==> config.mk <==
export PLATFORM = sky130hd
export DESIGN_NAME = csdm_div
export DESIGN_NICKNAME = d
export VERILOG_FILES = /design/src/hdl/concentric_square_to_disk_map_top_macros.svh /design/src/hdl/csdm_pkg.sv /design/src/hdl/csdm_div.sv
export SDC_FILE = /design/constraint.sdc
export NUM_CORES = 2
export LEC_CHECK = 0
export ABC_AREA = 1
export ABC_CLOCK_PERIOD_IN_PS = 2200
export BUFFER_PORTS_ARGS = -buffer_cell sky130_fd_sc_hd__buf_2
export CAP_MARGIN = 20
export CORE_AREA = 4 4 405 407
export DETAILED_ROUTE_END_ITERATION = 10
export DIE_AREA = 0 0 409 411
export PLACE_DENSITY = 0.76
export RECOVER_POWER = 25
export SLEW_MARGIN = 20
export SYNTH_ARGS = -nofsm -noshare
export SYNTH_HDL_FRONTEND = slang
export SYNTH_SLANG_ARGS = --single-unit
==> constraint.sdc <==
create_clock -name clock -period 2.2 [get_ports clock]
set_input_delay 0.33 -clock clock [delete_from_list [all_inputs] [get_ports clock]]
set_output_delay 0.33 -clock clock [all_outputs]
set_load 0.02 [all_outputs]
==> src/hdl/concentric_square_to_disk_map_top_macros.svh <==
// Assertion macros for the concentric square-to-disk map block.
// Included by the top level; depends on nothing else.
`ifndef CONCENTRIC_SQUARE_TO_DISK_MAP_TOP_MACROS_SVH
`define CONCENTRIC_SQUARE_TO_DISK_MAP_TOP_MACROS_SVH
`define CSDM_ASSERT_IMPLY(label, clk, rst, pre, post) \
   label: assert property (@(posedge clk) disable iff (rst) (pre) |-> (post)) \
      else $error("assertion failed");
`define CSDM_ASSERT_NEXT(label, clk, rst, pre, post) \
   label: assert property (@(posedge clk) disable iff (rst) (pre) |=> (post)) \
      else $error("assertion failed");
`endif

==> src/hdl/csdm_pkg.sv <==
// Package for the concentric square-to-disk map: payload types, constants
// and the CORDIC arctangent table. Depends on nothing.
`default_nettype none
package csdm_pkg;
   localparam int SampleBitsDef = 16;
   localparam int TrigStepsDef  = 16;
   localparam int QuotBits      = 30;
   localparam logic [29:0] PiOver4Q30 = 30'd843314857;
   localparam logic [29:0] InvGainQ30 = 30'd652032874;

   typedef struct packed {
      logic [15:0] square_x;
      logic [15:0] square_y;
   } req_type;

   typedef struct packed {
      logic signed [15:0] disk_x;
      logic signed [15:0] disk_y;
   } rsp_type;

   typedef enum logic [3:0] {
      REG0 = 4'b0001, REG1 = 4'b0010, REG2 = 4'b0100, REG3 = 4'b1000
   } region_type;

   function automatic logic signed [33:0] atan_step(input int i);
      logic signed [33:0] v;
      v = '0;
      unique case (i)
         0: v = 34'sd843314857;
         1: v = 34'sd497837829;
         2: v = 34'sd263043837;
         3: v = 34'sd133525159;
         4: v = 34'sd67021687;
         5: v = 34'sd33543516;
         6: v = 34'sd16775851;
         7: v = 34'sd8388437;
         8: v = 34'sd4194283;
         9: v = 34'sd2097149;
         10: v = 34'sd1048576;
         default: v = (i <= 30) ? (34'sd1 <<< (30 - i)) : 34'sd0;
      endcase
      return v;
   endfunction
endpackage
`default_nettype wire

==> src/hdl/csdm_div.sv <==
// Pipelined restoring divider: one quotient bit per stage, Q30 magnitude
// ratio of two unsigned values. Depends on csdm_pkg.
`default_nettype none
module csdm_div #(
   parameter int SAMPLE_BITS = csdm_pkg::SampleBitsDef,
   parameter int TAG_BITS = 8
) (
   input  wire logic                      clock,
   input  wire logic                      reset,
   input  wire logic                      adv,
   input  wire logic                      in_valid,
   input  wire logic [SAMPLE_BITS:0]      in_num,
   input  wire logic [SAMPLE_BITS:0]      in_den,
   input  wire logic [TAG_BITS-1:0]       in_tag,
   output logic                           out_valid,
   output logic [csdm_pkg::QuotBits:0]    out_q,
   output logic [SAMPLE_BITS:0]           out_den,
   output logic [TAG_BITS-1:0]            out_tag
);
   localparam int N = csdm_pkg::QuotBits + 1;
   localparam int RW = SAMPLE_BITS + 2;
   logic                  v_ff   [N+1];
   logic [RW-1:0]         rem_ff [N+1];
   logic [N-1:0]          q_ff   [N+1];
   logic [SAMPLE_BITS:0]  d_ff   [N+1];
   logic [TAG_BITS-1:0]   t_ff   [N+1];

   // The numerator never exceeds the denominator, so the integer part of
   // the quotient is a single bit decided by the first stage; the later
   // stages bring down the zero bits of the Q30 fraction.
   assign v_ff[0] = in_valid;
   assign rem_ff[0] = RW'(in_num);
   assign q_ff[0] = '0;
   assign d_ff[0] = in_den;
   assign t_ff[0] = in_tag;

   for (genvar k = 0; k < N; k++) begin : g_st
      logic [RW-1:0] sh, df;
      logic ge;
      always_comb begin
         sh = (k == 0) ? rem_ff[k] : {rem_ff[k][RW-2:0], 1'b0};
         ge = sh >= RW'(d_ff[k]);
         df = sh - RW'(d_ff[k]);
      end
      always_ff @(posedge clock) begin
         if (reset) v_ff[k+1] <= 1'b0;
         else if (adv) v_ff[k+1] <= v_ff[k];
         if (adv) begin
            rem_ff[k+1] <= ge ? df : sh;
            q_ff[k+1] <= {q_ff[k][N-2:0], ge};
            d_ff[k+1] <= d_ff[k];
            t_ff[k+1] <= t_ff[k];
         end
      end
   end

   assign out_valid = v_ff[N];
   assign out_q = q_ff[N];
   assign out_den = d_ff[N];
   assign out_tag = t_ff[N];
endmodule
`default_nettype wire

# Yosys cells after proc, flatten, opt, wreduce, memory -nomap -nowiden
# Cells that the tools add are included.
[op_classes]
add_sub_neg = 30
n_lt_le_gt_ge = 31
n_mux = 30
[op_table]
columns = ["op", "n"]
rows = [
  ["greater-or-equal comparator 18 x 17 -> 1 bit", 30],
  ["two-way mux 17 bit", 30],
  ["subtractor 17 bit", 30],
  ["greater-or-equal comparator 17 bit", 1],
]
[totals]
register_bits = 1812
in_bits = 46
out_inout_bits = 57
word_cells = 274

# Logic depth before layout (Yosys ltp)
[depth]
word_depth = 2
depth_mapped = 14
depth_no_buf = 14

# Worst setup path before layout
# No wires, ideal clock.
[synth_timing]
path_kind = "reg-to-reg"
start = "register d_ff[290] (netlist name)"
end = "register rem_ff, in the netlist g_st[15].sh[11] (data pin)"
setup_time_ns = 0.252
arrival_time_ns = 1.615
required_ns = 1.948
setup_slack_ns = 0.333
path_stages_with_launch = 13
n_path_buf = 1
period_less_slack_ns = 1.867
cell_sequence = "edfxtp_1 inv_1 ha_1 ha_1 nand3_1 nor2_1 nand2_1 o21ai_1 nor2_4 nand2_4 buf_6 nand2_1 nand2_1"
[synth_via]
elab_chain_cells = 2
word_cells_on_any_way = 3
cone_classes = "add/sub (1); order compare (1); mux (1)"
[synth_lines]
columns = ["item", "line_no", "rtl"]
rows = [
  ["start: declaration", "csdm_div.sv:25", "logic [SAMPLE_BITS:0] d_ff [N+1];"],
  ["start signal: indexed assignment", "csdm_div.sv:51", "d_ff[k+1] <= d_ff[k];"],
  ["greater-or-equal comparator 18 x 17 -> 1 bit", "csdm_div.sv:42", "ge = sh >= RW'(d_ff[k]);"],
  ["via g_st[14].ge", "csdm_div.sv:39", "logic ge;"],
  ["two-way mux 17 bit", "csdm_div.sv:49", "rem_ff[k+1] <= ge ? df : sh;"],
  ["end signal: indexed assignment", "csdm_div.sv:49", ""],
  ["end: declaration", "csdm_div.sv:23", "logic [RW-1:0] rem_ff [N+1];"],
]
# The timed path passes the listed nets, and every way through them passes these cells.
# A chain may end at the register's enable or synchronous reset.

# Final worst setup path
[layout_timing]
start = "register d_ff[52] (netlist name)"
end = "register rem_ff, in the netlist g_st[29].sh[2] (data pin)"
[layout_via]
elab_chain_cells = 2
word_cells_on_any_way = 3
cone_classes = "add/sub (1); order compare (1); mux (1)"
[layout_lines]
columns = ["item", "line_no"]
rows = [
  ["subtractor 17 bit / greater-or-equal comparator 18 x 17 -> 1 bit (equally long branches)", "csdm_div.sv:43, csdm_div.sv:42"],
  ["two-way mux 17 bit (*)", "csdm_div.sv:49"],
]
# Mark *: on every way between the ends. The rest lies on a longest branch, timed or not.

==> results.cfg <==
[finish]
layout.cells.most_common_list = 3931 x sky130_fd_sc_hd__nand2_1, 1886 x sky130_fd_sc_hd__inv_1, 1781 x sky130_fd_sc_hd__edfxtp_1, 550 x sky130_fd_sc_hd__buf_4, 500 x sky130_fd_sc_hd__nand3_1
layout-area-overhead-vs-synth_pct = 15.98
fill_cells = 12160
layout.cells.most_common = sky130_fd_sc_hd__nand2_1
layout-drive-gt1-share = 0.1239
antenna_cells_inserted = 0
final_core_util = 0.6949
final_net_count = 11840

[place]
detailed_place_hpwl_mm = 159.9
port-buffer-count = 102
final_estimated_routing_congestion_in_global_placement = 0.9144
setup_slack_at_placement_ns = -0.1316

[min_path]
min_delay_path_depth = 2
hold_start = in_tag[0]
min_delay_worst_endpoint = t_ff[240]
hold_path_class = in2reg

[pwr]
power_frac_comb = 0.429
p_per_area_nw_per_um2 = 1332
netSwitchingFraction = 0.3865
p_clk_frac = 0.218
vdd_ir_drop_max_v = 0.001076
fin_total_pwr_mw = 148.3
internal-power_mw = 91.00
power.net_switching_mw = 57.33
cellLeakagePower_nw = 53.54
share_seq_of_total_power = 0.353

[timing]
setup_viol = 0
min_period_ns = 2.128
skew_ns = 0.04080
post-route-worst-setup-slack_ns = 0.07183
rsz0062_at_grt = yes
hold-worst-slack_ns = 0.2227
slew_at_the_pin_closest_to_its_max_slew_limit_ns = 0.8583
slew_violations = 0
slew_headroom = 0.4272
achievable-frequency_mhz = 469.9
hold_viol = 0
min_period_over_period = 0.9674

[critical_path]
setup.reg_to_reg.worst_slack_ns = 0.07
critical_path_arrival_ns = 2.70
worst_r2r_endpoint = g_st[29].sh[2]
wp_data_required_ns = 2.77
worst_r2r_startpoint = d_ff[52]
critical_path_peak_fanout = 5
r2r.worst_path.cells = 11
start_kind = flip-flop
path_class = reg2reg
end_kind = flip-flop

[floorplanning]
die_h_microns = 411
rows = 147
core-area_sq_um = 160200
starting_density = 0.5991
top_level_ports = 103
die-area_sq_um = 168100
die_width_microns = 409

[global_routing]
grt_pass1_wl_mm = 343.3
globalRouteTotalUtil = 0.2530
grt_pass1_vias = 67990
grt_overflow_total = 0
number_of_antenna_violations_at_the_first_check_in_global_routing = 0
maximum_number_of_pins_on_one_net_before_global_route_repair = 72

[drt]
vias_per_cell = 5.122
via_count = 69450
antenna_violating_nets_post_route = 0
wire_per_inst_microns = 15.96
detail_route.iter0.violations = 4993
detail_route.first_pass.iterations = 8
routed_wirelength_mm = 216.4
drt_drc_violations_left = 0

[synthesis]
synth.yosys.seq_area_share = 0.5637
ys_seq_elements = 1812
yosysUniqueCellTypes = 38
yosys_warnings = 0
syn_avg_cell_area_sq_um = 9.200
syn_nets = 11040
mappedNetlistArea_sq_um = 95980
syn_inst = 10430

[clocking]
numClockSinks = 1812
clk_transition_reported_paths_ns = 0.06
clk-insertion-delay-late_ns = 0.85
tritoncts_clock_tree = built
htreeDepth = 4
cts_made_buffers = 186
clock-root-buffer = sky130_fd_sc_hd__clkbuf_16
clock_tree.buffer_depth = 3

[job]
max_cap_violations = 0

[status]
status = completed
==> worst max-delay path: stages, from the launching register on <==
cell                       delay, ns
sky130_fd_sc_hd__edfxtp_1       0.42
sky130_fd_sc_hd__inv_1          0.07
sky130_fd_sc_hd__ha_1           0.31
sky130_fd_sc_hd__ha_1           0.15
sky130_fd_sc_hd__inv_1          0.04
sky130_fd_sc_hd__nor2_1         0.22
sky130_fd_sc_hd__nand2_1        0.10
sky130_fd_sc_hd__nor3_2         0.18
sky130_fd_sc_hd__nor2_2         0.07
sky130_fd_sc_hd__nand2_4        0.09
sky130_fd_sc_hd__buf_4          0.15
sky130_fd_sc_hd__o21ai_0        0.08
==> state kept, by name (all words and copies together) (netlist names) <==
| signal | count |
|---|---|
| d_ff | 510 |
| g_st.sh | 510 |
| q_ff | 465 |
| t_ff | 240 |
| out_q | 31 |
| v_ff | 30 |
| out_den | 17 |
| out_tag | 8 |
| out_valid | 1 |
==> power by group through the flow <==
stage	registers, mW	clock network (mW)	logic, mW
finish	52.4	32.3	63.6
global route	52.9	34.6	72.1
CTS	52.2	33.0	61.0
detailed placement	52.7	0	60.3
global placement	52.7	0	59.2
floorplan	50.3	0	43.5
==> how the worst max path moves through the flow <==
stage | from | endpoint | slack [ns]
2_1_floorplan | d_ff[290] | g_st[15].sh[11] | 0.33
3_3_place_gp | d_ff[237] | g_st[19].sh[13] | -0.10
3_5_place_dp | d_ff[237] | g_st[19].sh[4] | -0.13
4_1_cts | g_st[9].sh[13] | g_st[10].sh[15] | 0.002
5_1_grt | d_ff[193] | g_st[21].sh[13] | -0.03
6_report | d_ff[52] | g_st[29].sh[2] | 0.07
==> synthesized netlist by cell type, drive strengths merged <==
cell    number  area share
or2        103      0.0067
and3         2     0.00013
edfxtp    1781        0.56
xor2       133       0.012
a21oi      309       0.016
nor3       120      0.0063
nand2     4048        0.16
dfxtp       31      0.0065
nor4        14      0.0014
nand4       55      0.0036
and2        14     0.00091
o21ai       31      0.0016
nor2       443       0.018
o211ai       1    0.000078
inv       1923       0.076
clkbuf       9     0.00035
nand3      513       0.027
o21bai       2     0.00020
ha         526       0.069
xnor2       50      0.0046
fa          30      0.0063
nand3b     176       0.014
buf        119       0.011
==> through the flow <==
step | std cells | cell area [sq um] | TNS [ns]
CTS | 13470 | 109300 | 0
global placement | 13080 | 102500 | -0.9824
detailed placement | 13080 | 102500 | -1.449
global route | 13560 | 111300 | -0.2805
floorplan | 10430 | 95980 | 0
finish | 13560 | 111300 | 0
==> kinds of logic after synthesis <==
logic type	after synthesis	synth area share
adder cells (fa/ha/maj)	556	0.07483
AND/OR/NAND/NOR	5488	0.2397
XOR/XNOR	183	0.01670
buffers and inverters	2051	0.08707
AO/OA/AOI/OAI	343	0.01800
flip-flops	1812	0.5637
==> final cells by class <==
| class | count | area, sq um | share of cell area |
|---|---|---|---|
| flip-flops and latches | 1812 | 54100 | 0.4860 |
| multi-input cells | 6572 | 34850 | 0.3131 |
| inverters | 1923 | 7296 | 0.06554 |
| repair buffers | 746 | 6020 | 0.05407 |
| clock buffers | 222 | 4861 | 0.04367 |
| well taps | 2160 | 2703 | 0.02428 |
| clock inverters | 125 | 1491 | 0.01340 |
==> timing repair <==
action                     CTS  global route
pin swaps                    0            15
cloned                       0             2
resized for setup            4           262
setup endpoints to repair   27           424
hold buffers                46             0
hold endpoints to repair    99             0
buffers inserted             4            86
==> per-layer routing <==
layer  global-route usage  wire [microns]
met5                    0               0
met1               0.3206           91190
met4              0.09720            8189
met2               0.4453          107700
met3              0.03114            9293
Note: power is estimated with default switching activity, not from simulation.
