==> src/hdl/concentric_square_to_disk_map_top_macros.svh <==
// Assertion macros for the concentric square-to-disk map block.
// Included by the top level; depends on nothing else.
`ifndef CONCENTRIC_SQUARE_TO_DISK_MAP_TOP_MACROS_SVH
`define CONCENTRIC_SQUARE_TO_DISK_MAP_TOP_MACROS_SVH
`define CSDM_ASSERT_IMPLY(label, clk, rst, pre, post) \
   label: assert property (@(posedge clk) disable iff (rst) (pre) |-> (post)) \
      else $error("assertion failed");
`define CSDM_ASSERT_NEXT(label, clk, rst, pre, post) \
   label: assert property (@(posedge clk) disable iff (rst) (pre) |=> (post)) \
      else $error("assertion failed");
`endif

==> src/hdl/csdm_pkg.sv <==
// Package for the concentric square-to-disk map: payload types, constants
// and the CORDIC arctangent table. Depends on nothing.
`default_nettype none
package csdm_pkg;
   localparam int SampleBitsDef = 16;
   localparam int TrigStepsDef  = 16;
   localparam int QuotBits      = 30;
   localparam logic [29:0] PiOver4Q30 = 30'd843314857;
   localparam logic [29:0] InvGainQ30 = 30'd652032874;

   typedef struct packed {
      logic [15:0] square_x;
      logic [15:0] square_y;
   } req_type;

   typedef struct packed {
      logic signed [15:0] disk_x;
      logic signed [15:0] disk_y;
   } rsp_type;

   typedef enum logic [3:0] {
      REG0 = 4'b0001, REG1 = 4'b0010, REG2 = 4'b0100, REG3 = 4'b1000
   } region_type;

   function automatic logic signed [33:0] atan_step(input int i);
      logic signed [33:0] v;
      v = '0;
      unique case (i)
         0: v = 34'sd843314857;
         1: v = 34'sd497837829;
         2: v = 34'sd263043837;
         3: v = 34'sd133525159;
         4: v = 34'sd67021687;
         5: v = 34'sd33543516;
         6: v = 34'sd16775851;
         7: v = 34'sd8388437;
         8: v = 34'sd4194283;
         9: v = 34'sd2097149;
         10: v = 34'sd1048576;
         default: v = (i <= 30) ? (34'sd1 <<< (30 - i)) : 34'sd0;
      endcase
      return v;
   endfunction
endpackage
`default_nettype wire

==> src/hdl/csdm_cordic.sv <==
// Pipelined rotation CORDIC, one step per stage, Q30 angle and vector.
// Depends on csdm_pkg.
`default_nettype none
module csdm_cordic #(
   parameter int TRIG_STEPS = csdm_pkg::TrigStepsDef,
   parameter int TAG_BITS = 8
) (
   input  wire logic                 clock,
   input  wire logic                 reset,
   input  wire logic                 adv,
   input  wire logic                 in_valid,
   input  wire logic signed [33:0]   in_x,
   input  wire logic signed [33:0]   in_z,
   input  wire logic [TAG_BITS-1:0]  in_tag,
   output logic                      out_valid,
   output logic signed [33:0]        out_x,
   output logic signed [33:0]        out_y,
   output logic [TAG_BITS-1:0]       out_tag
);
   logic                v_ff [TRIG_STEPS+1];
   logic signed [33:0]  x_ff [TRIG_STEPS+1];
   logic signed [33:0]  y_ff [TRIG_STEPS+1];
   logic signed [33:0]  z_ff [TRIG_STEPS+1];
   logic [TAG_BITS-1:0] t_ff [TRIG_STEPS+1];

   assign v_ff[0] = in_valid;
   assign x_ff[0] = in_x;
   assign y_ff[0] = '0;
   assign z_ff[0] = in_z;
   assign t_ff[0] = in_tag;

   for (genvar i = 0; i < TRIG_STEPS; i++) begin : g_st
      logic signed [33:0] dx, dy, at;
      always_comb begin
         dx = y_ff[i] >>> i;
         dy = x_ff[i] >>> i;
         at = csdm_pkg::atan_step(i);
      end
      always_ff @(posedge clock) begin
         if (reset) v_ff[i+1] <= 1'b0;
         else if (adv) v_ff[i+1] <= v_ff[i];
         if (adv) begin
            if (!z_ff[i][33]) begin
               x_ff[i+1] <= x_ff[i] - dx;
               y_ff[i+1] <= y_ff[i] + dy;
               z_ff[i+1] <= z_ff[i] - at;
            end else begin
               x_ff[i+1] <= x_ff[i] + dx;
               y_ff[i+1] <= y_ff[i] - dy;
               z_ff[i+1] <= z_ff[i] + at;
            end
            t_ff[i+1] <= t_ff[i];
         end
      end
   end

   assign out_valid = v_ff[TRIG_STEPS];
   assign out_x = x_ff[TRIG_STEPS];
   assign out_y = y_ff[TRIG_STEPS];
   assign out_tag = t_ff[TRIG_STEPS];
endmodule
`default_nettype wire

==> config.mk <==
export PLATFORM = sky130hd
export DESIGN_NAME = csdm_cordic
export DESIGN_NICKNAME = d
export VERILOG_FILES = /design/src/hdl/concentric_square_to_disk_map_top_macros.svh /design/src/hdl/csdm_pkg.sv /design/src/hdl/csdm_cordic.sv
export SDC_FILE = /design/constraint.sdc
export NUM_CORES = 2
export LEC_CHECK = 0
export BUFFER_PORTS_ARGS = -buffer_cell sky130_fd_sc_hd__buf_2
export CORE_MARGIN = 8
export CORE_UTILIZATION = 60
export CTS_BUF_LIST = sky130_fd_sc_hd__clkbuf_4
export CTS_CLUSTER_SIZE = 40
export DETAILED_ROUTE_END_ITERATION = 12
export PLACE_DENSITY = 0.73
export SLEW_MARGIN = 15
export SYNTH_ARGS = -nofsm -noshare
export SYNTH_HDL_FRONTEND = slang
export SYNTH_SLANG_ARGS = --single-unit
==> constraint.sdc <==
create_clock -name clock -period 5.55 [get_ports clock]
set_clock_uncertainty 0.1 [all_clocks]
set_input_delay 0.555 -clock clock [delete_from_list [all_inputs] [get_ports clock]]
set_output_delay 0.555 -clock clock [all_outputs]
set_load 0.05 [all_outputs]
[Word-level counts from Yosys, hierarchy flattened]
Cells that the tools add are included.
Storage, ports and cells
  flip-flop bits (word level): 1742
  output and inout bits: 77
Operators by class
  add/sub/neg operators: 91
  mux-type cells: 46
Operators with widths (count)
  34-bit two-way mux: 46
  34-bit by 19-bit adder with 34-bit output: 2
  34-bit by 20-bit adder with 34-bit output: 2
  34-bit by 21-bit adder with 34-bit output: 2
  34-bit by 22-bit adder with 34-bit output: 2
  34-bit by 22-bit adder with 34-bit output, second input constant: 2
  34-bit by 23-bit adder with 34-bit output: 2
  34-bit by 24-bit adder with 34-bit output: 2
  34-bit by 25-bit adder with 34-bit output: 2
  34-bit by 26-bit adder with 34-bit output: 2
  34-bit by 27-bit adder with 34-bit output: 2
  34-bit by 28-bit adder with 34-bit output: 2
  34-bit by 29-bit adder with 34-bit output: 2
  34-bit by 30-bit adder with 34-bit output: 2
  34-bit by 31-bit adder with 34-bit output: 2
  34-bit by 32-bit adder with 34-bit output: 2
  34-bit by 33-bit adder with 34-bit output: 2
  34-bit by 19-bit subtractor with 34-bit output: 2
  34-bit by 20-bit subtractor with 34-bit output: 2
  34-bit by 21-bit subtractor with 34-bit output: 2
  34-bit by 22-bit subtractor with 34-bit output: 2
  34-bit by 22-bit subtractor with 34-bit output, second input constant: 2
  34-bit by 23-bit subtractor with 34-bit output: 2
  34-bit by 24-bit subtractor with 34-bit output: 2
  other kinds (36): 45

[Logic depth before layout (Yosys ltp)]
  depth after elaboration: 2
  gate-level depth with buffers: 22
  depth with buffers taken out: 21

[Least setup slack after synthesis]
No wires, ideal clock.
  kind: reg2reg
  start point: reg z_ff[441] (netlist name)
  end point: reg x_ff (netlist bit g_st[5].dy[15]) (data pin)
  library setup time: 0.266 ns
  arrival: 4.289 ns
  data required time: 5.184 ns
  setup slack: 0.896 ns
  cell stages (with the launch flop): 19
  path buffers: 3
  path through: edfxtp_1 > clkbuf_1 > clkbuf_1 > inv_1 > o21ai_0 > xnor2_1 > ha_1 > clkbuf_1 > o21a_1 > o21a_1 > nand3_1 > o21ai_0 > o21a_1 > or4_1 > a31oi_1 > o21ai_1 > a2111oi_0 > nor3_1 > xor2_1
Between the ends
  cells in the longest elaborated chain, start to end: 1
Ends and longest elaborated chain
  start, declared: RTL line csdm_cordic.sv:23  | logic signed [33:0] z_ff [TRIG_STEPS+1];
  start signal, assigned by index: RTL line csdm_cordic.sv:46  | z_ff[i+1] <= z_ff[i] - at;
  start signal, assigned by index: RTL line csdm_cordic.sv:50  | z_ff[i+1] <= z_ff[i] + at;
  34-bit two-way mux: RTL line csdm_cordic.sv:43  | if (!z_ff[i][33]) begin
  end signal, assigned by index: RTL line csdm_cordic.sv:44  | x_ff[i+1] <= x_ff[i] - dx;
  end signal, assigned by index: RTL line csdm_cordic.sv:48  | x_ff[i+1] <= x_ff[i] + dx;
  end, declared: RTL line csdm_cordic.sv:21  | logic signed [33:0] x_ff [TRIG_STEPS+1];
No other way between the ends.
A chain may end at the register's enable or synchronous reset.

[Final worst setup path]
  start point: reg y_ff (netlist bit g_st[7].dx[2])
  end point: reg x_ff (netlist bit g_st[8].dy[18]) (data pin)
Between the ends
  cells in the longest elaborated chain, start to end: 2
  elaborated cells on any way between the ends: 3
  those cells by class: 2 x add/sub; 1 x mux
Ends and longest elaborated chain
  start, declared: RTL line csdm_cordic.sv:22  | logic signed [33:0] y_ff [TRIG_STEPS+1];
  start signal, assigned by index: RTL line csdm_cordic.sv:45  | y_ff[i+1] <= y_ff[i] + dy;
  start signal, assigned by index: RTL line csdm_cordic.sv:49  | y_ff[i+1] <= y_ff[i] - dy;
  34-bit by 27-bit subtractor with 34-bit output / 34-bit by 27-bit adder with 34-bit output (equally long branches): RTL line csdm_cordic.sv:44, csdm_cordic.sv:48
  34-bit two-way mux (*): RTL line csdm_cordic.sv:43
Every way passes the cells marked *; elsewhere a longest branch is shown, timed or not.

==> flow_summary.toml <==
[logic_synthesis]
yosys.area.top_type = "edfxtp_1"
synth_edf_count = 1612
async_flop_share_pct = 0
yosysTopAreaCellShare_pct = 36.6
synth_fa_ha_area_share_pct = 14.0
synth_area_leaders = "edfxtp_1, ha_1, xnor2_1, a21oi_1, xor2_1"
synth_area_sq_um = 132000
synth-seq-cells = 1628
synth_nets = 15200
ys.warnings.count = 0
synth_mux_area_share_pct = 0.862
ys_seq_area_share_pct = 36.8
synthSimpleGateAreaFrac_pct = 12.9
synth_flop_cell = "edfxtp_1"
synth-xor-area-share_pct = 12.9
synthCells = 13700
avgSynthCellArea_sq_um = 9.66
yosysUniqueCellTypes = 100
synth_compound_area_share_pct = 19.8
synth_top_family_by_area = "compound AO/OA/AOI/OAI gates"

[clocking]
cts_made_buffers = 450
h-tree-depth = 5
worstSkewPairLatency_ns = 1.49
cts_root_buf = "clkbuf_4"
tritoncts = "built"
path_clk_slew_ns = 0.07
clock_path_buffers = 4
cts.sinks = 1628

[sta]
relSlewSlack_pct = 16.9
clock.fmax_ghz = 0.188
period_needed_ns = 5.31
worstMarginPinSlew_ns = 1.23
fin_crit_sh_pct = 95.7
slew_violations = 0
hold_viol = 0
timing.hold.ws_ns = 0.127
setup_viol = 0

[floorplan]
die_area_sq_um = 236000
fp-row-count = 172
chipHeight_microns = 486
die_w_microns = 486
start_util_pct = 60.3
core-area_sq_um = 220000
design.portCount = 157

[worst_setup_path]
cp_data_required_time_ns = 6.53
r2r_start = "g_st[7].dx[2]$_DFFE_PP_"
start_kind = "register"
r2r_setup_slack_ns = 0.24
path_class = "reg2reg"
cp_data_arrival_time_ns = 6.30
cp_max_fo = 5
cp-startpoint = "g_st[7].dx[2]$_DFFE_PP_"
r2r.worst_path.cells = 17
worst_setup_path_end_kind = "register"

[grt]
grt_antenna_before_repair = 14
grt.total_usage_pct = 29.0
grt_pass1_wl_microns = 563000
grt-ovfl-total = 0
grt_pass1_vias = 105000
grt_max_degree = 178

[min_path]
hold_path_class = "in2reg"
min_path_cells = 4
hold_start = "in_z[31]"

[placement]
io_buffers = 156
hpwl_microns = 276000
gp_congestion = 0.957

[cells_and_area]
multi_input_area_sq_um = 80000
syn2layout_area_growth_pct = 8.63
layout-drive-gt1-share_pct = 7.57
regArea_sq_um = 48700
n_fill_cell = 17800
nNetsFinal = 15800

[detailed_routing]
wl_per_cell_microns = 20.3
first_iter_violations = 9159
post-route-drc-count = 0
routed_wirelength_microns = 356000
via_per_inst = 6.17
vias = 108000
detail-route-antenna-nets = 0
first_pass_iters = 8

[job]
drv_cap = 0

[status]
status = "completed"
==> routing by layer <==
layer	wire [microns]	part of all wire [%]	GRT usage (%)	vias to the layer above
met5	34	0.0095	0	-
met4	10200	2.9	8.76	6
met3	24500	6.9	4.60	670
met2	164000	46	47.6	3633
met1	158000	44	39.7	51500
li1	-	-	-	52300
==> cell usage after synthesis, types with 37 or more instances <==
| library cell | instances |
|---|---|
| o211ai_1 | 54 |
| nor2b_1 | 212 |
| nor3_1 | 364 |
| nand2b_1 | 233 |
| o31a_1 | 49 |
| a31oi_1 | 180 |
| buf_1 | 42 |
| edfxtp_1 | 1612 |
| nor2_1 | 1157 |
| o21bai_1 | 161 |
| nor4_1 | 102 |
| and3_1 | 123 |
| nand2_1 | 653 |
| buf_4 | 76 |
| o21ai_0 | 632 |
| mux2_2 | 48 |
| o31ai_1 | 58 |
| o41ai_1 | 41 |
| nand4_1 | 113 |
| and2_1 | 83 |
| nand3_1 | 216 |
| xor2_1 | 650 |
| inv_1 | 559 |
| ha_1 | 1409 |
| clkbuf_1 | 212 |
| fa_1 | 43 |
| mux2i_1 | 60 |
| a221oi_1 | 37 |
| a21o_1 | 711 |
| or3_1 | 66 |
| a211oi_1 | 114 |
| a21oi_1 | 1540 |
| xnor2_1 | 1298 |
| o21a_1 | 217 |
==> critical path: stages (launching register included) <==
cell,delay (ns)
edfxtp_1,0.46
nor2_1,0.23
nor4b_2,0.47
nand2_1,0.22
nor3_1,0.38
a21oi_1,0.15
xor2_1,0.17
ha_1,0.37
a21o_1,0.18
a21o_1,0.17
a21o_1,0.17
a211oi_1,0.50
o31a_1,0.26
o21bai_1,0.15
a21oi_1,0.28
nor2_1,0.09
mux2i_1,0.12
a2111oi_0,0.45
==> timing repair <==
item,in CTS,in global routing
setup buffers,0,0
endpoints found under the setup margin,0,14
endpoints found under the hold margin,1039,0
hold buffers,184,0
resized for setup,0,10
==> final cells by class <==
cell class,count,area share [%]
clock buffer,607,3.17
sequential,1628,33.9
multi-input combinational,11200,55.7
clock inverter,158,0.580
antenna,21,0.0366
tap,2871,2.50
inverter,561,1.46
timing repair buffer,477,2.70
==> final timing paths <==
check                                                end
worst max-delay path            g_st[8].dy[18]$_DFFE_PP_
worst min-delay path                 z_ff[541]$_DFFE_PP_
worst max register to register  g_st[8].dy[18]$_DFFE_PP_
worst min register to register        t_ff[87]$_DFFE_PP_
==> sequential cells by signal (all words and copies together), names as in the netlist <==
signal,flops
z_ff,397
g_st.dx,390
g_st.dy,390
t_ff,120
x_ff,120
y_ff,119
out_x,34
out_y,34
v_ff,15
out_tag,8
out_valid,1
==> kinds of logic (layout without fill, tap and decap cells) <==
family                   after synthesis  in the layout
multiplexers                         108            108
adder cells (fa/ha/maj)             1452           1452
flip-flops                          1628           1628
other                                  0             21
AND/OR/NAND/NOR                     3515           3515
buffers and inverters                897           1803
XOR/XNOR                            1948           1948
AO/OA/AOI/OAI                       4159           4159
==> cell usage in the layout, fill, tap and decap left out, drive strengths merged, types with 84 or more instances in the layout <==
master	n
a211oi	115
a21o	711
a21oi	1542
a31oi	181
and2	84
and3	123
buf	293
clkbuf	607
clkinv	144
dlygate4sd3	184
edfxtp	1612
ha	1409
inv	565
nand2	654
nand2b	233
nand3	217
nand4	113
nor2	1158
nor2b	213
nor3	365
nor4	103
o21a	217
o21ai	653
o21bai	161
xnor2	1298
xor2	650
==> metrics by stage <==
step                      util [%]  setup TNS [ns]  std cells  instance area [sq um]  setup WS [ns]
after floorplan                  -               0      13700                 132000          0.896
after global placement        62.2               0      16500                 136000          0.437
after detailed placement      62.2               0      16500                 136000          0.254
after CTS                     65.4               0      17500                 144000         0.0964
after global routing          65.5        -0.00832      17500                 144000       -0.00832
final                         65.5               0      17500                 144000          0.238
Power is not shown: default switching activity piles up to over one toggle a cycle in this logic, so the estimate is an artifact.
