**config.mk**
```make
export PLATFORM = sky130hd
export DESIGN_NAME = csdm_front
export DESIGN_NICKNAME = d
export VERILOG_FILES = /design/src/hdl/concentric_square_to_disk_map_top_macros.svh /design/src/hdl/csdm_pkg.sv /design/src/hdl/csdm_front.sv
export SDC_FILE = /design/constraint.sdc
export NUM_CORES = 1
export LEC_CHECK = 0
export BUFFER_PORTS_ARGS = -buffer_cell sky130_fd_sc_hd__buf_2
export CAP_MARGIN = 25
export CELL_PAD_IN_SITES_DETAIL_PLACEMENT = 1
export CELL_PAD_IN_SITES_GLOBAL_PLACEMENT = 1
export CORE_MARGIN = 2
export CORE_UTILIZATION = 43
export CTS_CLUSTER_SIZE = 16
export DETAILED_ROUTE_END_ITERATION = 8
export PLACE_DENSITY_LB_ADDON = 0.1
export SLEW_MARGIN = 20
export SYNTH_ARGS = -nofsm -noshare
export SYNTH_HDL_FRONTEND = slang
export SYNTH_SLANG_ARGS = --single-unit
export TNS_END_PERCENT = 100
```
**constraint.sdc**
```tcl
create_clock -name clock -period 8.9 [get_ports clock]
set_input_delay 0.89 -clock clock [delete_from_list [all_inputs] [get_ports clock]]
set_output_delay 0.89 -clock clock [all_outputs]
set_load 0.02 [all_outputs]
```
**src/hdl/concentric_square_to_disk_map_top_macros.svh**
```systemverilog
// Assertion macros for the concentric square-to-disk map block.
// Included by the top level; depends on nothing else.
`ifndef CONCENTRIC_SQUARE_TO_DISK_MAP_TOP_MACROS_SVH
`define CONCENTRIC_SQUARE_TO_DISK_MAP_TOP_MACROS_SVH
`define CSDM_ASSERT_IMPLY(label, clk, rst, pre, post) \
   label: assert property (@(posedge clk) disable iff (rst) (pre) |-> (post)) \
      else $error("assertion failed");
`define CSDM_ASSERT_NEXT(label, clk, rst, pre, post) \
   label: assert property (@(posedge clk) disable iff (rst) (pre) |=> (post)) \
      else $error("assertion failed");
`endif

```
**src/hdl/csdm_pkg.sv**
```systemverilog
// Package for the concentric square-to-disk map: payload types, constants
// and the CORDIC arctangent table. Depends on nothing.
`default_nettype none
package csdm_pkg;
   localparam int SampleBitsDef = 16;
   localparam int TrigStepsDef  = 16;
   localparam int QuotBits      = 30;
   localparam logic [29:0] PiOver4Q30 = 30'd843314857;
   localparam logic [29:0] InvGainQ30 = 30'd652032874;

   typedef struct packed {
      logic [15:0] square_x;
      logic [15:0] square_y;
   } req_type;

   typedef struct packed {
      logic signed [15:0] disk_x;
      logic signed [15:0] disk_y;
   } rsp_type;

   typedef enum logic [3:0] {
      REG0 = 4'b0001, REG1 = 4'b0010, REG2 = 4'b0100, REG3 = 4'b1000
   } region_type;

   function automatic logic signed [33:0] atan_step(input int i);
      logic signed [33:0] v;
      v = '0;
      unique case (i)
         0: v = 34'sd843314857;
         1: v = 34'sd497837829;
         2: v = 34'sd263043837;
         3: v = 34'sd133525159;
         4: v = 34'sd67021687;
         5: v = 34'sd33543516;
         6: v = 34'sd16775851;
         7: v = 34'sd8388437;
         8: v = 34'sd4194283;
         9: v = 34'sd2097149;
         10: v = 34'sd1048576;
         default: v = (i <= 30) ? (34'sd1 <<< (30 - i)) : 34'sd0;
      endcase
      return v;
   endfunction
endpackage
`default_nettype wire

```
**src/hdl/csdm_front.sv**
```systemverilog
// Front stage: centres the sample, picks the region and the radius.
// Depends on csdm_pkg.
`default_nettype none
module csdm_front #(
   parameter int SAMPLE_BITS = csdm_pkg::SampleBitsDef
) (
   input  wire logic                   clock,
   input  wire logic                   reset,
   input  wire logic                   adv,
   input  wire logic                   in_valid,
   input  wire csdm_pkg::req_type      in_req,
   output logic                        out_valid,
   output csdm_pkg::region_type        out_region,
   output logic [SAMPLE_BITS:0]        out_r,
   output logic [SAMPLE_BITS:0]        out_num,
   output logic                        out_neg,
   output logic                        out_zero
);
   localparam int W = SAMPLE_BITS + 2;
   logic signed [W-1:0] a, b, one_s, num, den;
   logic [SAMPLE_BITS-1:0] sx, sy;
   csdm_pkg::region_type region;
   logic valid_ff;
   csdm_pkg::region_type region_ff;
   logic [SAMPLE_BITS:0] r_ff, num_ff;
   logic neg_ff, zero_ff;

   always_comb begin
      sx = SAMPLE_BITS'(in_req.square_x);
      sy = SAMPLE_BITS'(in_req.square_y);
      one_s = W'(1) <<< SAMPLE_BITS;
      a = (W'(sx) <<< 1) - one_s;
      b = (W'(sy) <<< 1) - one_s;
      if (a > -b) begin
         if (a > b) begin region = csdm_pkg::REG0; num = b; den = a; end
         else begin region = csdm_pkg::REG1; num = a; den = b; end
      end else begin
         if (a < b) begin region = csdm_pkg::REG2; num = b; den = a; end
         else begin region = csdm_pkg::REG3; num = a; den = b; end
      end
   end

   always_ff @(posedge clock) begin
      if (reset) begin
         valid_ff <= 1'b0;
      end else if (adv) begin
         valid_ff <= in_valid;
      end
      if (adv) begin
         region_ff <= region;
         r_ff <= (den[W-1] ? (SAMPLE_BITS+1)'(-den) : (SAMPLE_BITS+1)'(den));
         num_ff <= (num[W-1] ? (SAMPLE_BITS+1)'(-num) : (SAMPLE_BITS+1)'(num));
         neg_ff <= (num[W-1] != den[W-1]);
         zero_ff <= (den == '0);
      end
   end

   assign out_valid = valid_ff;
   assign out_region = region_ff;
   assign out_r = r_ff;
   assign out_num = num_ff;
   assign out_neg = neg_ff;
   assign out_zero = zero_ff;
endmodule
`default_nettype wire

```
After elaboration in Yosys (flattened, before gate mapping)
Index checks and enable logic that the tools add are counted.
W data, S select, Z words.
{"block": "totals", "register_bits": 41, "inputBits": 36, "output_inout_bits": 41, "wordCells": 27}
{"block": "classes", "reduce_logical": 1, "magnitude_cmp": 3, "eq_ne": 1, "muxes": 11, "add_sub_neg": 5}
{"operator": "$mux W18", "n": 6}
{"operator": "$gt A18 B18 Y1", "n": 2}
{"operator": "$sub A17 B17 Y18 const B", "n": 2}
{"operator": "$mux W17", "n": 2}
{"operator": "$neg A17 Y17", "n": 2}
{"operator": "$logic_not A18 Y1", "n": 1}
{"operator": "$lt A18 B18 Y1", "n": 1}
{"operator": "$neg A18 Y18", "n": 1}
{"operator": "$mux W4", "n": 2}
{"operator": "$mux W2", "n": 1}
{"operator": "$ne A1 B1 Y1", "n": 1}

Longest topological paths before layout
{"block": "depth", "ltp_word": 6, "depth_mapped": 31, "ltp_nobuf": 26}

Worst setup path before layout
No wires, ideal clock.
{"block": "synth_timing", "path_kind": "input port to flip-flop", "startpoint": "in in_req[1] in the netlist's numbering", "endpoint": "reg r_ff[13], in the netlist out_r[13], data pin", "setup_time_ns": 0.265, "arrival_time_ns": 6.277, "slack_ns": 2.358, "path_stages": 30, "required_time_ns": 8.635, "n_path_buf": 6, "cell_sequence": "inv_1 -> nand3_1 -> or3_1 -> clkbuf_1 -> or3_1 -> clkbuf_1 -> or3_4 -> inv_1 -> nand3_1 -> nor3_1 -> xnor2_1 -> ha_1 -> nand4_1 -> nor3_1 -> o31ai_1 -> nand3_2 -> mux2i_4 -> mux2i_2 -> mux2i_4 -> buf_6 -> buf_12 -> buf_4 -> a21o_1 -> inv_1 -> ha_1 -> buf_1 -> nand4_1 -> mux2_2 -> o21ai_0 -> xor2_1"}
{"block": "synth_between", "elab_chain_len": 6, "elab_cells_between_ends": 10, "classes_between": "add/sub: 3; order compare: 3; mux: 4"}
{"element": "start: declaration", "line": "csdm_front.sv:11", "source": "input wire csdm_pkg::req_type in_req,"}
{"element": "$sub A17 B17 Y18 *", "line": "csdm_front.sv:33", "source": "b = (W'(sy) <<< 1) - one_s;"}
{"element": "$neg A18 Y18 (tied with other cells)", "line": "csdm_front.sv:34", "source": "if (a > -b) begin"}
{"element": "$gt A18 B18 Y1 (tied with other cells)", "line": "csdm_front.sv:34"}
{"element": "$mux W18 *", "line": "csdm_front.sv:34"}
{"element": "net den[1]", "line": "csdm_front.sv:20", "source": "logic signed [W-1:0] a, b, one_s, num, den;"}
{"element": "$neg A17 Y17 *", "line": "csdm_front.sv:51", "source": "r_ff <= (den[W-1] ? (SAMPLE_BITS+1)'(-den) : (SAMPLE_BITS+1)'(den));"}
{"element": "$mux W17 *", "line": "csdm_front.sv:51"}
{"element": "end signal: assignment", "line": "csdm_front.sv:51"}
{"element": "end: declaration", "line": "csdm_front.sv:25", "source": "logic [SAMPLE_BITS:0] r_ff, num_ff;"}
The timed path passes the listed nets; every way through them passes the cells marked *.
A chain may end at the register's enable or synchronous reset.

Worst setup path after layout
{"block": "layout_timing", "startpoint": "in in_req[1] in the netlist's numbering", "endpoint": "reg r_ff[13], in the netlist out_r[13], data pin"}
{"block": "layout_between", "elab_chain_len": 6, "elab_cells_between_ends": 10, "classes_between": "add/sub: 3; order compare: 3; mux: 4"}
{"element": "$sub A17 B17 Y18 *", "line": "csdm_front.sv:33"}
{"element": "$neg A18 Y18 (tied with other cells)", "line": "csdm_front.sv:34"}
{"element": "$gt A18 B18 Y1 (tied with other cells)", "line": "csdm_front.sv:34"}
{"element": "$mux W18 *", "line": "csdm_front.sv:34"}
{"element": "$neg A17 Y17", "line": "csdm_front.sv:51"}
{"element": "$mux W17 *", "line": "csdm_front.sv:51"}
Mark *: on every way between the ends. The rest lies on a longest branch, timed or not.

==> flow_metrics.tcl <==
set metrics [dict create \
    status "finished clean" \
    grt_max_degree 48 \
    layout.nets 570 \
    place_congestion 0.8817 \
    ios 77 \
    cts_buffers 5 \
    syn_inst 435 \
    drv_cap 0 \
    grt_pass1_wl_microns 19320 \
    synth_warnings 0 \
    avgSynthCellArea_sq_um 8.963 \
    start_util_pct 44.49 \
    peakVddDrop_mv 0.06627 \
    die_area_sq_mm 0.009845 \
    num_rows 34 \
    firstDrtPassIters 4 \
    p_int_mw 0.4981 \
    path_cells "buf_2, inv_1, nand3_1, or3_1, or3_1, or3_4, inv_1, nand3_1, nor3_1, xnor2_1, ha_1, nand4_1, nor3_1, o31ai_1, nand3_2, mux2_4, xnor2_4, mux2i_4, mux2i_1, ha_1, nand4_1, mux2_2, o21ai_0, xor2_1" \
    routed.top_layer "met4" \
    ant_nets 0 \
    tightest_slew_ns 0.9784 \
    drc 0 \
    cp.depth 24 \
    worstSetupPathType "in -> reg" \
    clkSinkCount 39 \
    wl_met3_microns 608 \
    synth-compound-area-share_pct 13.74 \
    clock_path_buffers 2 \
    synth_top_area_share_pct 29.27 \
    slew_violations 0 \
    worstSkewPairLatency_ns 0.29 \
    drt_iter0_markers 226 \
    r2r-end "out_valid$_SDFFE_PP0P_" \
    r2r-start "out_valid$_SDFFE_PP0P_" \
    total_power_mw 0.8472 \
    fmax_mhz 143.8 \
    slowest_stage "mux2i_4" \
    ys.flop_type "edfxtp_1" \
    via_count 3544 \
    dp_hpwl_microns 9430 \
    fin_crit_sh_pct 78.12 \
    cts_tree "done" \
    synth_simple_gate_area_share_pct 18.77 \
    wl_microns 12090 \
    combinationalPowerShare_pct 49.3 \
    antenna_found_initial 0 \
    switchingPower_mw 0.3491 \
    met1_length_microns 5549 \
    tns_ns 0 \
    skew_ns 0 \
    postCtsSetupBuffers 0 \
    startpoint "in_req[1]" \
    period_minus_slack_ns 6.953 \
    port_buffers 74 \
    rsz0062_at_grt "false" \
    power_density_mw_per_mm2 192.4 \
    wl_per_cell_microns 19.89 \
    cp.required_ns 8.95 \
    yosys.area.top_type "edfxtp_1" \
    cts_hold_buf 0 \
    worst-path-max-fanout 19 \
    path_delay_family "simple AND/OR/NAND/NOR gates" \
    synth-seq-cells 39 \
    synth_area_sq_mm 0.003899 \
    grt.overflow.total 0 \
    grt_pass1_vias 3564 \
    clkTransAtPathRegs_ns 0.09 \
    p_leak_nw 1.880 \
    cp.buffers_inverters 3 \
    hp-class "reg -> reg" \
    die_width_microns 99.22 \
    clkPwrFrac_pct 18.5 \
    ys_types 61 \
    max_slew_margin_pct 33.48 \
    cts.htree.levels 2 \
    fin_util_pct 50.24 \
    crit_arrival_ns 7.00 \
    slowest_delay_ns 0.60 \
    reg2reg_depth 2 \
    setup_viol 0 \
    layout-drive-gt1-share_pct 21.80 \
    pwr-share-seq_pct 32.1 \
    seq_area_frac_synth_pct 29.78 \
    wl_met2_microns 5821 \
    cts_root_buffer "clkbuf_8" \
    coreArea_sq_mm 0.008763 \
    cts_resized 0 \
    synthAdderAreaFrac_pct 11.23 \
    worst_setup_path_end_kind "flop" \
    area_growth_pct 12.93 \
    synth_edf_count 38 \
    switching_share_pct 41.20 \
    finalHoldViolations 0 \
    routed_via_density 5.829 \
    synth_area_leaders "edfxtp_1, ha_1, xnor2_1" \
    r2r_slack_ns 8.30 \
    grt_util_all_layers_pct 24.85 \
    die_y_microns 99.22 \
    synthArstFlopShare_pct 0 \
    n_antenna_cell 0 \
    synth_mux_area_share_pct 10.43 \
    endpoint "out_r[13]$_DFFE_PP_" \
    synth_xor_area_share_pct 10.14 \
    start_kind "input port" \
    synth_top_family_by_area "simple AND/OR/NAND/NOR gates" \
]
flip-flops by register name, summed over array words and instances, names as in the netlist:
signal / flops
out_num: 16
out_valid: 1
out_region: 4
out_neg: 1
out_zero: 1
out_r: 16
worst min-delay path: stages (launching register included):
cell and delay (ns):
dfxtp_1 0.34, mux2i_1 0.07, nor2_1 0.08
through the flow:
stage	hold slack, ns	instances	setup slack [ns]	area, sq um
after floorplan	0.5788	436	2.358	3902
after global placement	0.4707	600	1.923	4290
after detailed placement	0.5005	600	1.718	4290
after CTS	0.5213	608	1.995	4403
after global routing	0.5809	608	1.500	4403
final	0.5139	608	1.947	4403
routing by layer:
metal,vias up,track usage [%]
met5,-,0
met4,0,5.269
met3,6,2.038
met2,95,40.44
met1,1742,36.23
li1,1701,-
how the worst min path moves through the flow:
stage	from	endpoint	slack (ns)	cells past startpoint
3_5_place_dp	out_valid$_SDFFE_PP0P_	out_valid$_SDFFE_PP0P_	0.50	2
3_3_place_gp	out_valid$_SDFFE_PP0P_	out_valid$_SDFFE_PP0P_	0.47	2
2_1_floorplan	out_valid$_SDFFE_PP0P_	out_valid$_SDFFE_PP0P_	0.58	2
4_1_cts	out_valid$_SDFFE_PP0P_	out_valid$_SDFFE_PP0P_	0.52	2
5_1_grt	out_valid$_SDFFE_PP0P_	out_valid$_SDFFE_PP0P_	0.58	2
6_report	out_valid$_SDFFE_PP0P_	out_valid$_SDFFE_PP0P_	0.51	2
power groups by stage:
stage	combinational, mW	clock [mW]	sequential, mW
2_1_floorplan	0.252	0	0.335
6_report	0.418	0.157	0.272
3_3_place_gp	0.405	0	0.275
4_1_cts	0.419	0.159	0.274
5_1_grt	0.453	0.168	0.277
3_5_place_dp	0.418	0	0.278
placed cells by master, fill, tap and decap left out, types with 3 or more instances in the layout:
master	synthesis	routed
clkbuf_8	0	5
or3_1	5	5
xnor2_1	30	30
a21o_1	7	7
nor3_1	12	12
nand2_1	35	35
nor4_1	3	3
edfxtp_1	38	38
a21oi_1	43	43
nand4_1	9	9
nor3b_1	5	5
mux2_2	7	7
nand3_1	26	26
buf_2	5	74
mux2i_1	24	24
buf_4	4	3
ha_1	35	35
nor2_1	43	43
inv_1	21	21
xor2_1	12	12
o21ai_0	15	15
o21ai_1	3	3
cells in the mapped netlist (2+ instances only):
| cell type | instances |
|---|---|
| ha_1 | 35 |
| nor3_1 | 12 |
| o31ai_1 | 2 |
| clkbuf_1 | 6 |
| a311oi_2 | 2 |
| nor2_1 | 43 |
| a21o_1 | 7 |
| xnor2_1 | 30 |
| buf_2 | 5 |
| nor3b_1 | 5 |
| nand3b_1 | 2 |
| mux2_2 | 7 |
| inv_1 | 21 |
| nor4_1 | 3 |
| nand2_1 | 35 |
| edfxtp_1 | 38 |
| o21ai_0 | 15 |
| or3_1 | 5 |
| buf_4 | 4 |
| buf_6 | 3 |
| o21ai_1 | 3 |
| mux2i_1 | 24 |
| nand3_1 | 26 |
| mux2i_2 | 2 |
| mux2i_4 | 2 |
| a21oi_1 | 43 |
| o221ai_1 | 2 |
| xor2_1 | 12 |
| nand4_1 | 9 |
logic make-up (layout without fill, tap and decap cells):
| kind of cell | after synthesis | in the layout |
|---|---|---|
| AND/OR/NAND/NOR | 151 | 151 |
| multiplexers | 36 | 36 |
| flip-flops | 39 | 39 |
| buffers and inverters | 44 | 108 |
| adder cells (fa/ha/maj) | 35 | 35 |
| XOR/XNOR | 43 | 43 |
| other | 1 | 2 |
| AO/OA/AOI/OAI | 86 | 86 |
cell type report:
| class | instances | area [sq um] |
|---|---|---|
| sequential | 39 | 1161 |
| tap | 108 | 135.1 |
| clock inverter | 3 | 43.79 |
| timing repair buffer | 77 | 392.9 |
| clock buffer | 5 | 68.82 |
| fill | 1086 | 4360 |
| inverter | 23 | 86.33 |
| multi-input combinational | 353 | 2515 |
Power figures use the tool's default switching activity.
